File: src/rtl/diagonal_word_hit_binner_assert.svh
// assertion helpers used by diagonal_word_hit_binner.sv
`ifndef DIAGONAL_WORD_HIT_BINNER_ASSERT_SVH
`define DIAGONAL_WORD_HIT_BINNER_ASSERT_SVH

// condition must hold on the same edge as its trigger
`define DWHB_ASSERT_NOW(label, pre, post, msg) \
    label: assert property (@(posedge i_clk) disable iff (!i_rst_n) (pre) |-> (post)) \
        else $error(msg);

// condition must hold on the edge after its trigger
`define DWHB_ASSERT_NEXT(label, pre, post, msg) \
    label: assert property (@(posedge i_clk) disable iff (!i_rst_n) (pre) |=> (post)) \
        else $error(msg);

`endif

File: src/rtl/dwhb_pkg.sv
// ----------------------------------------------------------------------------
// dwhb_pkg
// types and constants shared by the diagonal word hit binner
// ----------------------------------------------------------------------------
package dwhb_pkg;

    localparam int MAX_DIAGONALS = 256;
    localparam int DIAG_W        = $clog2(MAX_DIAGONALS);
    localparam int CNT_W         = DIAG_W + 1;
    localparam int MAX_SEQ_LEN   = 65536;
    localparam int LEN_W         = 17;
    localparam int POS_W         = 16;
    localparam int TOTAL_W       = 24;
    localparam int OFFS_W        = 17;

    localparam logic [TOTAL_W-1:0] TOTAL_MAX = {TOTAL_W{1'b1}};
    localparam logic [LEN_W-1:0]   LEN_RESET = LEN_W'(MAX_SEQ_LEN);

    typedef enum logic [0:0] {
        CFG_TARGET_LENGTH = 1'b0,
        CFG_QUERY_LENGTH  = 1'b1
    } t_cfg_index;

    typedef enum logic [1:0] {
        ST_IDLE,
        ST_UPDATE,
        ST_SCAN,
        ST_EMIT
    } t_state;

    typedef struct packed {
        logic             hit_valid;
        logic [POS_W-1:0] target_pos;
        logic [POS_W-1:0] query_pos;
        logic [LEN_W-1:0] hit_length;
        logic             last_hit;
    } t_in_beat;

    typedef struct packed {
        logic [TOTAL_W-1:0] best_score;
        logic [POS_W-1:0]   target_start;
        logic [POS_W-1:0]   query_start;
        logic [POS_W-1:0]   target_end;
        logic [POS_W-1:0]   query_end;
        logic               table_overflow;
    } t_out_beat;

    // hit broadcast to every cell
    typedef struct packed {
        logic                     update;
        logic signed [OFFS_W-1:0] diag;
        logic [LEN_W-1:0]         len;
    } t_hit_bus;

    // running maximum passed along the chain
    typedef struct packed {
        logic                     found;
        logic [TOTAL_W-1:0]       total;
        logic signed [OFFS_W-1:0] diag;
    } t_scan;

endpackage

File: src/rtl/dwhb_band.sv
// ----------------------------------------------------------------------------
// dwhb_band
// ungapped band from the winning diagonal and the sequence lengths
// ----------------------------------------------------------------------------
module dwhb_band (
    input  dwhb_pkg::t_scan        i_best,
    input  logic [16:0]            i_target_length,
    input  logic [16:0]            i_query_length,
    input  logic                   i_overflow,
    output dwhb_pkg::t_out_beat    o_beat
);
    import dwhb_pkg::*;

    localparam int W = LEN_W + 2;

    logic [LEN_W-1:0]    w_tlen;
    logic [LEN_W-1:0]    w_qlen;
    logic                w_pos;
    logic [OFFS_W-1:0]   w_ts;
    logic [OFFS_W-1:0]   w_qs;
    logic signed [W-1:0] w_a;
    logic signed [W-1:0] w_b;
    logic signed [W-1:0] w_min;
    logic signed [W-1:0] w_steps;
    logic signed [W-1:0] w_te;
    logic signed [W-1:0] w_qe;

    function automatic logic [POS_W-1:0] sat16(input logic signed [W-1:0] v);
        logic [POS_W-1:0] res;
        if (v < 0) res = '0;
        else if (v > W'(signed'({1'b0, {POS_W{1'b1}}}))) res = {POS_W{1'b1}};
        else res = v[POS_W-1:0];
        return res;
    endfunction

    always_comb begin
        w_tlen = (i_target_length > LEN_W'(MAX_SEQ_LEN)) ? LEN_W'(MAX_SEQ_LEN)
                                                         : i_target_length;
        w_qlen = (i_query_length > LEN_W'(MAX_SEQ_LEN)) ? LEN_W'(MAX_SEQ_LEN)
                                                        : i_query_length;
        w_pos  = !i_best.diag[OFFS_W-1] && (i_best.diag != '0);
        w_ts   = w_pos ? i_best.diag : '0;
        w_qs   = w_pos ? '0 : OFFS_W'(-i_best.diag);
        w_a    = signed'(W'(w_tlen)) - W'(1) - signed'(W'(w_ts));
        w_b    = signed'(W'(w_qlen)) - W'(1) - signed'(W'(w_qs));
        w_min  = (w_a < w_b) ? w_a : w_b;
        w_steps = (w_min < 0) ? '0 : w_min;
        w_te   = signed'(W'(w_ts)) + w_steps;
        w_qe   = signed'(W'(w_qs)) + w_steps;

        o_beat = '0;
        o_beat.table_overflow = i_overflow;
        if (i_best.found) begin
            o_beat.best_score   = i_best.total;
            o_beat.target_start = sat16(signed'(W'(w_ts)));
            o_beat.query_start  = sat16(signed'(W'(w_qs)));
            o_beat.target_end   = sat16(w_te);
            o_beat.query_end    = sat16(w_qe);
        end
    end

endmodule

File: config.mk
export PLATFORM = sky130hd
export DESIGN_NAME = dwhb_band
export DESIGN_NICKNAME = d
export VERILOG_FILES = /design/src/rtl/diagonal_word_hit_binner_assert.svh /design/src/rtl/dwhb_pkg.sv /design/src/rtl/dwhb_band.sv
export SDC_FILE = /design/constraint.sdc
export NUM_CORES = 1
export LEC_CHECK = 0
export BUFFER_PORTS_ARGS = -buffer_cell sky130_fd_sc_hd__buf_2
export CORE_UTILIZATION = 35
export DETAILED_ROUTE_END_ITERATION = 10
export GPL_TIMING_DRIVEN = 1
export PLACE_DENSITY = 0.64
export SYNTH_ARGS = -nofsm -noshare
export SYNTH_HDL_FRONTEND = slang
export SYNTH_SLANG_ARGS = --single-unit
File: constraint.sdc
create_clock -name vclk -period 23.3
set_clock_uncertainty 0.05 [all_clocks]
set_input_delay 5.825 -clock vclk [all_inputs]
set_output_delay 5.825 -clock vclk [all_outputs]
set_load 0.02 [all_outputs]
==> results.txt <==
----------------------------------------------------
[Global route]
  Initial antenna violation count ... 0
  Global routing usage summed across all routing layers ... 22.8%
  Number of global-route vias before repair ... 6536
  Wire length of the first global-routing pass ... 33900 µm
  Global route total overflow ... 0
  Pin count of the biggest net entering global routing ... 59

[Route]
  Met3 wire length ... 1660 µm
  DRT iter0 DRCs ... 477
  Uppermost routed layer ... met4
  Overall via count from detail_route ... 7636
  Count of unresolved DRC violations after routing ... 0
  Routed length on met1 ... 10100 µm
  Number of iterations in the first detailed-routing pass ... 7
  Final routed wire length divided by cell count ... 16.7 µm
  Routed vias/inst ... 5.69
  Met2 wirelength from detailed routing ... 9940 µm
  Post-route ant nets ... 0
  Total wire length ... 22400 µm

[Setup path]
  Element type at the critical path end ... primary output
  Dominant delay contributor by cell family on the critical path ... compound AO/OA/AOI/OAI gates
  Critical path required time ... 17430 ps
  Number of buffer and inverter instances along the worst setup path ... 5
  Type of the worst setup path ... in2out
  Signal arrival time at the worst endpoint ... 15960 ps
  Maximum fanout encountered on the critical timing path ... 17
  Slowest Stage Delay on Critical Path ... 690 ps
  Critical path startpoint category ... input port
  Library cell contributing the largest single delay on the critical path ... sky130_fd_sc_hd__nand2_1

[Layout]
  Clk_buf instances ... 0
  Fin area ... 7410 µm²
  Layout overhead on the synthesized area ... 15.5%
  Layout net count ... 1279
  Final antenna diode count ... 0
  Fraction of final layout cells with drive strength greater than 1 ... 18.7%
  FF/Latch Area ... 0 µm²
  Filler cell count in the final layout ... 1935
  Seq cells ... 0

[Power]
  Clk network pwr share ... 0%
  Worst VDD drop ... 0.0727 mV
  Internal Power ... 0.000208 W
  Power spent charging and discharging nets ... 0.000367 W
  Pwr dens ... 77.5 nW/µm²
  Share of power burned in registers ... 0%
  Fraction of power consumed by combinational cells ... 100.0%
  Switching share of total power ... 63.8%
  Leak pwr ... 3.64 nW

[STA]
  Worst max-slew margin expressed relative to the limit ... 36.7%
  Period minus WS final ... 21830 ps
  Hold Fails Final Rpt ... 0
  Number of setup violations in the final report ... 0
  Setup repair after global routing missed its margin ... no
  Number of max-slew violations in the final report ... 0
  Hold_ws ... 11600 ps
  Aggregate negative setup slack ... 0 ps
  Slew at the pin closest to its max-slew limit ... 940 ps
  Share of the clock period used by the worst path ... 93.7%
  Fmax ... 0.0458 GHz

[Logic synthesis]
  Yosys top cell area share ... 16.4%
  Portion of the post-synthesis area used by sequential elements ... 0%
  Cells after synthesis ... 978
  Leading cell types by total area after synthesis ... sky130_fd_sc_hd__ha_1 (16%), sky130_fd_sc_hd__a21oi_1 (7.4%), sky130_fd_sc_hd__nor2_1 (5.7%)
  Number of warnings reported in the yosys synthesis log ... 0
  Mean instance size in the synthesized netlist ... 6.56 µm²
  Top post-synthesis cells by count ... sky130_fd_sc_hd__nor2_1 (98), sky130_fd_sc_hd__a21oi_1 (95), sky130_fd_sc_hd__nand2_1 (91)
  Post-Syn Nets ... 1143
  Combinational family with the most area after synthesis ... compound AO/OA/AOI/OAI gates
  Most frequently used cell type in the post-synthesis netlist ... sky130_fd_sc_hd__nor2_1
  Post-synthesis share of cell area spent on and, or, nand and nor gates ... 30.0%
  Multiplexer share of the synthesized area ... 0.956%
  Biggest area consumer among synthesized cells ... sky130_fd_sc_hd__ha_1
  Xor/xnor share of the synthesized area ... 9.83%
  Fraction of the mapped netlist area in adder cells ... 17.6%
  Mapped cell area ... 6410 µm²
  Count of distinct cell types in the synthesized netlist ... 81
  Complex-gate fraction of the synthesized area ... 35.1%

[Floorplan]
  Die height ... 137 µm
  Num ports ... 166
  Core outline area ... 18000 µm²
  Site row count ... 49
  Effective utilization at floorplan ... 35.7%
  Full die area ... 18900 µm²
  Width of the die ... 137 µm

[Clock network]
  Number of buffers inserted by post-CTS setup repair ... 0
  Hold Buf Count CTS ... 0
  Post-CTS Resized ... 0

[Placement]
  HPWL Detailed ... 19300 µm
  Count of input and output buffers ... 164
  Placer congestion estimate ... 0.996
  Total placed instance area ... 7410 µm²

[Run status]
  Run status ... completed

[Worst hold path]
  Min-Delay Path Class ... in2out

[Run]
  Maximum Capacitance Violations ... 0

----------------------------------------------------
==> layer usage <==
layer / up-vias / track usage (%)
met2: 310 / 37.9
met5: - / 0
li1: 3824 / -
met3: 44 / 2.17
met1: 3458 / 30.8
met4: 0 / 6.65
==> per-stage QoR <==
step | worst slack (ps) | std cells | util [%] | total power, W
after floorplan | 2780 | 978 | - | 0.000424
after global placement | 1730 | 1341 | 41.3 | 0.000562
after detailed placement | 1690 | 1341 | 41.3 | 0.000564
after CTS | 1660 | 1341 | 41.3 | 0.000567
after global routing | 551 | 1341 | 41.3 | 0.000627
final | 1470 | 1341 | 41.3 | 0.000574
==> power by group through the flow <==
stage                     registers [W]  clock network (W)  logic, W
after floorplan                       0                  0  0.000424
after global placement                0                  0  0.000562
after detailed placement              0                  0  0.000564
after CTS                             0                  0  0.000567
after global routing                  0                  0  0.000627
final                                 0                  0  0.000574
==> cells in the final DEF (no fill, tap or decap), types with 9 or more instances in the layout <==
master                     Yosys  final
sky130_fd_sc_hd__xnor2_1      41     41
sky130_fd_sc_hd__a21oi_1      95     95
sky130_fd_sc_hd__or3_1        12     12
sky130_fd_sc_hd__and3_1       17     17
sky130_fd_sc_hd__o21bai_1      9      9
sky130_fd_sc_hd__nand2_1      91     91
sky130_fd_sc_hd__o21a_1       23     23
sky130_fd_sc_hd__a21boi_0     16     16
sky130_fd_sc_hd__nor3_1       25     25
sky130_fd_sc_hd__a21o_1       23     23
sky130_fd_sc_hd__and2_1       39     39
sky130_fd_sc_hd__nand2b_1     18     18
sky130_fd_sc_hd__o31ai_1      11     11
sky130_fd_sc_hd__nand3_1      29     29
sky130_fd_sc_hd__nor2_1       98     98
sky130_fd_sc_hd__xor2_1       31     31
sky130_fd_sc_hd__inv_1        70     70
sky130_fd_sc_hd__a211oi_1     11     11
sky130_fd_sc_hd__ha_1         84     84
sky130_fd_sc_hd__a21oi_2      11     11
sky130_fd_sc_hd__o21ai_0      50     50
sky130_fd_sc_hd__buf_2         8    164
==> final timing paths <==
path	startpoint	endpoint	depth (start not counted)
hold / removal	i_overflow	o_beat[0]	0
setup / recovery	i_query_length[2]	o_beat[18]	42
==> logic make-up (layout without fill, tap and decap cells) <==
kind of cell	after synthesis	in the layout
AOI/OAI and AO/OA	322	322
xor gates and xnor gates	72	72
muxes	6	6
adders and majority gates	88	88
and+or+nand+nor	384	384
buffers and inverters	104	238
other	2	2
==> area by class of cell <==
class / count / area, µm² / share of cell area, %
well taps: 229 / 287 / 3.87
inverters: 70 / 263 / 3.55
multi-input cells: 874 / 6010 / 81.1
repair buffers: 168 / 851 / 11.5
(Power assumes the default switching activity.)
