===== src/rtl/diagonal_word_hit_binner_assert.svh =====
// assertion helpers used by diagonal_word_hit_binner.sv
`ifndef DIAGONAL_WORD_HIT_BINNER_ASSERT_SVH
`define DIAGONAL_WORD_HIT_BINNER_ASSERT_SVH

// condition must hold on the same edge as its trigger
`define DWHB_ASSERT_NOW(label, pre, post, msg) \
    label: assert property (@(posedge i_clk) disable iff (!i_rst_n) (pre) |-> (post)) \
        else $error(msg);

// condition must hold on the edge after its trigger
`define DWHB_ASSERT_NEXT(label, pre, post, msg) \
    label: assert property (@(posedge i_clk) disable iff (!i_rst_n) (pre) |=> (post)) \
        else $error(msg);

`endif


===== src/rtl/dwhb_pkg.sv =====
// ----------------------------------------------------------------------------
// dwhb_pkg
// types and constants shared by the diagonal word hit binner
// ----------------------------------------------------------------------------
package dwhb_pkg;

    localparam int MAX_DIAGONALS = 256;
    localparam int DIAG_W        = $clog2(MAX_DIAGONALS);
    localparam int CNT_W         = DIAG_W + 1;
    localparam int MAX_SEQ_LEN   = 65536;
    localparam int LEN_W         = 17;
    localparam int POS_W         = 16;
    localparam int TOTAL_W       = 24;
    localparam int OFFS_W        = 17;

    localparam logic [TOTAL_W-1:0] TOTAL_MAX = {TOTAL_W{1'b1}};
    localparam logic [LEN_W-1:0]   LEN_RESET = LEN_W'(MAX_SEQ_LEN);

    typedef enum logic [0:0] {
        CFG_TARGET_LENGTH = 1'b0,
        CFG_QUERY_LENGTH  = 1'b1
    } t_cfg_index;

    typedef enum logic [1:0] {
        ST_IDLE,
        ST_UPDATE,
        ST_SCAN,
        ST_EMIT
    } t_state;

    typedef struct packed {
        logic             hit_valid;
        logic [POS_W-1:0] target_pos;
        logic [POS_W-1:0] query_pos;
        logic [LEN_W-1:0] hit_length;
        logic             last_hit;
    } t_in_beat;

    typedef struct packed {
        logic [TOTAL_W-1:0] best_score;
        logic [POS_W-1:0]   target_start;
        logic [POS_W-1:0]   query_start;
        logic [POS_W-1:0]   target_end;
        logic [POS_W-1:0]   query_end;
        logic               table_overflow;
    } t_out_beat;

    // hit broadcast to every cell
    typedef struct packed {
        logic                     update;
        logic signed [OFFS_W-1:0] diag;
        logic [LEN_W-1:0]         len;
    } t_hit_bus;

    // running maximum passed along the chain
    typedef struct packed {
        logic                     found;
        logic [TOTAL_W-1:0]       total;
        logic signed [OFFS_W-1:0] diag;
    } t_scan;

endpackage


===== src/rtl/dwhb_cell.sv =====
// ----------------------------------------------------------------------------
// dwhb_cell
// one diagonal entry: match, accumulate, and one stage of the max scan
// ----------------------------------------------------------------------------
module dwhb_cell (
    input  logic              i_clk,
    input  logic              i_live,
    input  logic              i_alloc,
    input  dwhb_pkg::t_hit_bus i_hit,
    input  dwhb_pkg::t_scan    i_scan,
    output logic              o_match,
    output dwhb_pkg::t_scan    o_scan
);
    import dwhb_pkg::*;

    logic signed [OFFS_W-1:0] r_offset;
    logic [TOTAL_W-1:0]       r_total;
    logic [TOTAL_W:0]         w_sum;
    t_scan                    r_scan;
    t_scan                    n_scan;

    assign o_match = i_live && (r_offset == i_hit.diag);
    assign w_sum   = {1'b0, r_total} + (TOTAL_W+1)'(i_hit.len);

    always_ff @(posedge i_clk) begin
        if (i_alloc) begin
            r_offset <= i_hit.diag;
            r_total  <= TOTAL_W'(i_hit.len);
        end else if (i_hit.update && o_match) begin
            r_total <= w_sum[TOTAL_W] ? TOTAL_MAX : w_sum[TOTAL_W-1:0];
        end
    end

    // strict compare keeps the earlier entry on a tie
    always_comb begin
        n_scan = i_scan;
        if (i_live && (!i_scan.found || r_total > i_scan.total)) begin
            n_scan.found = 1'b1;
            n_scan.total = r_total;
            n_scan.diag  = r_offset;
        end
    end

    always_ff @(posedge i_clk) begin
        r_scan <= n_scan;
    end

    assign o_scan = r_scan;

endmodule


===== config.mk =====
export PLATFORM = sky130hd
export DESIGN_NAME = dwhb_cell
export DESIGN_NICKNAME = d
export VERILOG_FILES = /design/src/rtl/diagonal_word_hit_binner_assert.svh /design/src/rtl/dwhb_pkg.sv /design/src/rtl/dwhb_cell.sv
export SDC_FILE = /design/constraint.sdc
export NUM_CORES = 1
export LEC_CHECK = 0
export ABC_AREA = 1
export BUFFER_PORTS_ARGS = -buffer_cell sky130_fd_sc_hd__buf_2
export CAP_MARGIN = 30
export CORE_MARGIN = 4
export CORE_UTILIZATION = 60
export DETAILED_ROUTE_END_ITERATION = 16
export PLACE_DENSITY = 0.88
export SKIP_CTS_REPAIR_TIMING = 1
export SLEW_MARGIN = 20
export SYNTH_ARGS = -nofsm -noshare
export SYNTH_HDL_FRONTEND = slang
export SYNTH_SLANG_ARGS = --single-unit
export TNS_END_PERCENT = 5

===== constraint.sdc =====
create_clock -name i_clk -period 3.5 [get_ports i_clk]
set_input_delay 0.175 -clock i_clk [delete_from_list [all_inputs] [get_ports i_clk]]
set_output_delay 0.175 -clock i_clk [all_outputs]
set_load 0.01 [all_outputs]

==> results of run 1 <==
==> worst max-delay path, stage by stage (launching register included) <==
cell      delay [ps]
edfxtp_1         440
ha_1             250
inv_1             90
fa_1             210
inv_1             80
nand3_1           90
nand3_2          130
nand2_1          100
nand2_2           70
nand2_1           80
inv_2             40
nor2_4           260
nand2_4          100
inv_4            220
nand2_1           80
o21ai_0           80
inv_1             60
==> metrics by stage <==
stage	utilization	worst slack [ps]	instances	power (mW)	hold slack [ps]
after global routing	0.730	719	1042	2.78	3.07
after global placement	0.704	972	1024	1.89	365
final	0.730	877	1042	2.63	9.31
after floorplan	-	1380	807	1.68	268
after detailed placement	0.704	920	1024	1.91	366
after CTS	0.729	915	1040	2.62	3.62
==> synth_stat cells (2+ instances only) <==
library cell / count
ha_1: 41
edfxtp_1: 34
o21bai_1: 3
o21ai_0: 4
nand3_1: 76
nand2_1: 278
nor2_1: 64
a21oi_2: 10
xor2_1: 8
nor2_4: 2
nand2_2: 10
buf_2: 9
a21oi_1: 30
a31oi_1: 3
nor2_2: 2
nor4_1: 3
inv_1: 122
nand4_1: 12
xnor2_1: 15
and2_1: 4
o22ai_1: 2
nor3_1: 3
dfxtp_1: 49
clkbuf_1: 6
inv_2: 6
==> power groups by stage <==
stage               Clock [mW]  Combinational, mW  Sequential [mW]
detailed placement           0              0.738             1.17
global placement             0              0.721             1.17
CTS                      0.723              0.745             1.15
finish                   0.725              0.752             1.15
global route             0.771              0.848             1.16
floorplan                    0              0.494             1.18
==> routing by layer <==
layer	track usage	wire length, µm	vias to the layer above
met3	0.0546	1360	37
met2	0.468	7120	268
met4	0.0921	437	0
met1	0.353	6080	2487
li1	-	-	2786
met5	0	0	-
==> cell usage in the layout, fill, tap and decap left out, types with 8 or more instances in the layout <==
cell type / instances
xnor2_1: 15
buf_2: 122
nand2_2: 10
nand4_1: 12
inv_1: 122
xor2_1: 8
a21oi_1: 30
nand3_1: 76
edfxtp_1: 34
a21oi_2: 10
ha_1: 41
clkbuf_8: 10
dfxtp_1: 49
nor2_1: 64
nand2_1: 278
==> final timing paths <==
| check | cells past startpoint | endpoint | slack (ps) |
|---|---|---|---|
| max reg2reg | 16 | r_total[1]$_DFFE_PP_ | 880 |
| max | 16 | r_total[1]$_DFFE_PP_ | 880 |
| min | 3 | o_scan[6]$_DFF_P_ | 9 |
| min reg2reg | 2 | o_scan[0]$_DFF_P_ | 530 |
==> kinds of logic after synthesis <==
kind of cell	Yosys count	synth area share
fa+ha+maj	42	0.0956
buf+inv	147	0.104
compound gates	53	0.0573
simple gates	459	0.348
flops	83	0.359
xor+xnor	23	0.0361
==> sequential cells by signal (all words and copies together) (netlist names) <==
| signal | cells |
|---|---|
| o_scan | 42 |
| r_offset | 17 |
| r_total | 24 |
==> layout make-up <==
type	count	area, µm²	area share
clock inverters	3	23.8	0.00366
repair buffers	127	651	0.100
multi-input cells	577	2990	0.461
clock buffers	13	191	0.0295
flip-flops and latches	83	2000	0.308
well taps	108	135	0.0208
diodes	1	2.50	0.000386
inverters	130	490	0.0756
==> flow_summary.yaml, run 1 <==
grt:
  grt_pass1_wl_um: 24700
  grt_pass1_vias: 5221
  grt_max_degree: 43
  gr-total-overflow: 0
  antenna_found_initial: 1
  grt.total_usage: 0.277
floorplan:
  core_um2: 8890
  die_h_um: 104
  die_area_um2: 10900
  ios: 123
  start_util: 0.627
  row_count: 34
  fp.dieW_um: 104
synth:
  syn_inst: 807
  ys_seq_area_frac: 0.359
  yosysTopAreaCell: "nand2_1"
  synth-edff-count: 34
  yosysTopAreaCellShare: 0.187
  syn-mean-instance-area_um2: 6.91
  synth_warnings: 0
  ys_top_cells_by_area: "nand2_1 (19%), edfxtp_1 (18%), dfxtp_1 (18%)"
  synth-seq-cells: 83
  ys_types: 36
  synth.net_count: 929
  synth_ff_type: "dfxtp_1"
  syn-cell-area_um2: 5570
  async_flop_share: 0
power:
  power_density_nw_per_um2: 405
  irDropWorstVdd_mv: 0.222
  p_int_mw: 1.76
  pwr-share-comb: 0.286
  leakagePower_nw: 3.53
  power.switching_uw: 871
  seq_power_share: 0.439
  sw_frac_of_total: 0.331
  power_frac_clock: 0.276
cts:
  cts.sinks: 83
  clock_path_buffers: 2
  h-tree-depth: 3
  cts_tree: "yes"
  insertion_delay_ps: 350
  clock-root-buffer: "clkbuf_8"
  clkTransAtPathRegs_ps: 90
  cts_buffers: 9
final_layout:
  final_cell_area_um2: 6490
  area.growth.synth_to_final_pct: 16.5
  fill_cells: 728
  drive_gt1_frac: 0.189
  fin_nets: 1050
timing:
  period_share: 0.750
  max_freq_ghz: 0.381
  min_period_ps: 2620
  slew_headroom: 0.465
  tns_ps: 0
  worstMarginPinSlew_ps: 800
  setup_viol: 0
  finalMaxSlewViolations: 0
  rsz0062_at_grt: "no"
  final_hold_viol_count: 0
  worst_clock_skew_ps: 13.4
worst_hold_path:
  hold_path_class: "in2reg"
  hp-start: "i_scan[6]"
critical_path:
  cp_data_required_time_ps: 3620
  crit_type: "reg2reg"
  start_kind: "register"
  crit_fanout: 15
  critPathArrivalTime_ps: 2740
  r2r_start: "r_total[0]$_DFFE_PP_"
  crit_path_end_kind: "register"
  cp-startpoint: "r_total[0]$_DFFE_PP_"
place:
  dp_hpwl_um: 11700
  globalplace.congestion: 0.983
  portBuffers: 122
  placed_area_um2: 6260
route:
  drc: 0
  dr_total_vias: 5578
  antenna_left: 0
  wl_per_cell_um: 14.4
  first_pass_iters: 5
  drt_iter0_markers: 434
  routed_wl_um: 15000
  viasPerCell: 5.35
run_status:
  outcome: "finished clean"
job:
  maxCapViolCount: 0
Power figures use the tool's default switching activity.
==> run 2, diff against run 1 <==
Settings changed: CORE_UTILIZATION 60 to 55, PLACE_DENSITY 0.88 to 0.82.
Clock period 3.5 ns to 2.6 ns, I/O delays scaled along.
==> flow_summary.yaml, run 2 (synthesized netlist as in run 1, its figures left out) <==
timing:
  tns_ps: 0
  min_period_ps: 2350
  max_freq_ghz: 0.425
  period_share: 0.905
  finalMaxSlewViolations: 0
  worstMarginPinSlew_ps: 511
  worst_clock_skew_ps: 11.9
  rsz0062_at_grt: "no"
  final_hold_viol_count: 8
  setup_slack_ps: 248
  whs_ps: -20.3
  setup_viol: 0
  slew_headroom: 0.658
route:
  antenna_left: 0
  dr_total_vias: 5803
  first_pass_iters: 7
  wl_per_cell_um: 14.6
  drt_iter0_markers: 376
  viasPerCell: 5.17
  routed_wl_um: 16400
  drc: 0
final_layout:
  largest_register_ffs: 42
  fin_nets: 1107
  n_antenna_cell: 0
  seqCellArea_um2: 2000
  layout_common_cells: "nand2_1 (278), inv_1 (122), buf_2 (122)"
  drive_gt1_frac: 0.192
  multi_input_area_um2: 2990
  area.growth.synth_to_final_pct: 26.5
  fill_cells: 766
  final_common_cell: "nand2_1"
run_status:
  violations: "hold timing"
  outcome: "finished, violations left"
power:
  seq_power_share: 0.429
  leakagePower_nw: 3.77
  irDropWorstVdd_mv: 0.356
  power_frac_clock: 0.274
  sw_frac_of_total: 0.339
  power.switching_mw: 1.23
  pwr-share-comb: 0.297
  p_int_mw: 2.40
  power_density_nw_per_um2: 514
critical_path:
  slowest_stage: "edfxtp_1"
  worstPathCellList: "ha_1, inv_1, fa_1, inv_1, nand3_1, nand3_2, nand2_1, nand2_2, nand2_1, inv_2, nor2_4, nand2_4, inv_4, nand2_1, o21ai_0, inv_1"
  crit_fanout: 15
  max_stage_delay_ps: 430
  crit_path_end_kind: "register"
  cp_data_required_time_ps: 2710
  crit_type: "reg2reg"
  critPathArrivalTime_ps: 2460
  start_kind: "register"
  path_buf_inv: 5
  crit_family: "simple AND/OR/NAND/NOR gates"
cts:
  cts_tree: "yes"
  cts_buffers: 9
  insertion_delay_ps: 350
  clkTransAtPathRegs_ps: 100
  clock-root-buffer: "clkbuf_8"
  cts.sinks: 83
  h-tree-depth: 3
  clock_path_buffers: 2
floorplan:
  die_h_um: 109
  start_util: 0.568
  die_area_um2: 11800
  fp.dieW_um: 109
  ios: 123
  core_um2: 9820
  row_count: 36
grt:
  grt_pass1_wl_um: 23600
  use_met2: 0.450
  gr-total-overflow: 0
  grt.total_usage: 0.252
  met1_usage: 0.312
  grt_max_degree: 29
  gr-max-usage-layer: "met2"
  grt_pass1_vias: 5228
  antenna_found_initial: 0
  gr-usage-met3: 0.0409
worst_hold_path:
  hold_path_class: "in2reg"
place:
  globalplace.congestion: 0.946
  preCtsSetupSlack_ps: 288
  dp_hpwl_um: 11700
  portBuffers: 122
job:
  maxCapViolCount: 0
run 2: changes by cell type in the layout (fill, tap and decap cells not counted):
cell	previous run	this run
inv_6	1	2
buf_4	4	17
clkbuf_1	1	0
dlygate4sd3_1	1	45
inv_4	2	1
bufinv_16	0	1
diode_2	1	0
clkbuf_16	2	0
clkinvlp_4	0	2
run 2: tightest hold or removal path, cell delays in order:
cell and delay, ps:
buf_2 90, nand2_1 50, nand2_1 50
run 2: worst paths after layout:
check             cells past startpoint                  endpoint                      from  slack (ps)
hold / removal                        3        o_scan[40]$_DFF_P_                i_scan[40]         -20
setup / recovery                     16      r_total[1]$_DFFE_PP_      r_total[0]$_DFFE_PP_         250
setup reg to reg                     16      r_total[1]$_DFFE_PP_      r_total[0]$_DFFE_PP_         250
hold reg to reg                       2  r_total[23]$_SDFFE_PP0P_  r_total[23]$_SDFFE_PP0P_         520
run 2: area by class of cell:
cell class,count,area share
multi-input combinational,577,0.425
sequential,83,0.284
timing repair buffer,184,0.169
inverter,130,0.0696
tap,133,0.0236
clock buffer,10,0.0195
clock inverter,6,0.0101
run 2: routing by layer:
metal | up-vias | wire length, µm
li1 | 2893 | -
met1 | 2622 | 6510
met2 | 236 | 8230
met3 | 52 | 1160
met4 | 0 | 547
met5 | - | 0
run 2: stage by stage:
step	cells	power [mW]	area [µm²]	util	hold WS (ps)
finish	1123	3.63	7050	0.718	-20.3
global placement	1062	2.55	6390	0.651	317
CTS	1078	3.55	6600	0.672	-45.1
floorplan	807	2.26	5570	-	223
global route	1123	3.82	7050	0.718	-23.4
detailed placement	1062	2.57	6390	0.651	325
run 2: power by group through the flow:
stage,logic (mW),registers (mW),clock network [mW]
5_1_grt,1.20,1.57,1.05
6_report,1.08,1.56,0.996
4_1_cts,1.00,1.55,1.00
3_5_place_dp,0.991,1.58,0
2_1_floorplan,0.665,1.59,0
3_3_place_gp,0.973,1.57,0
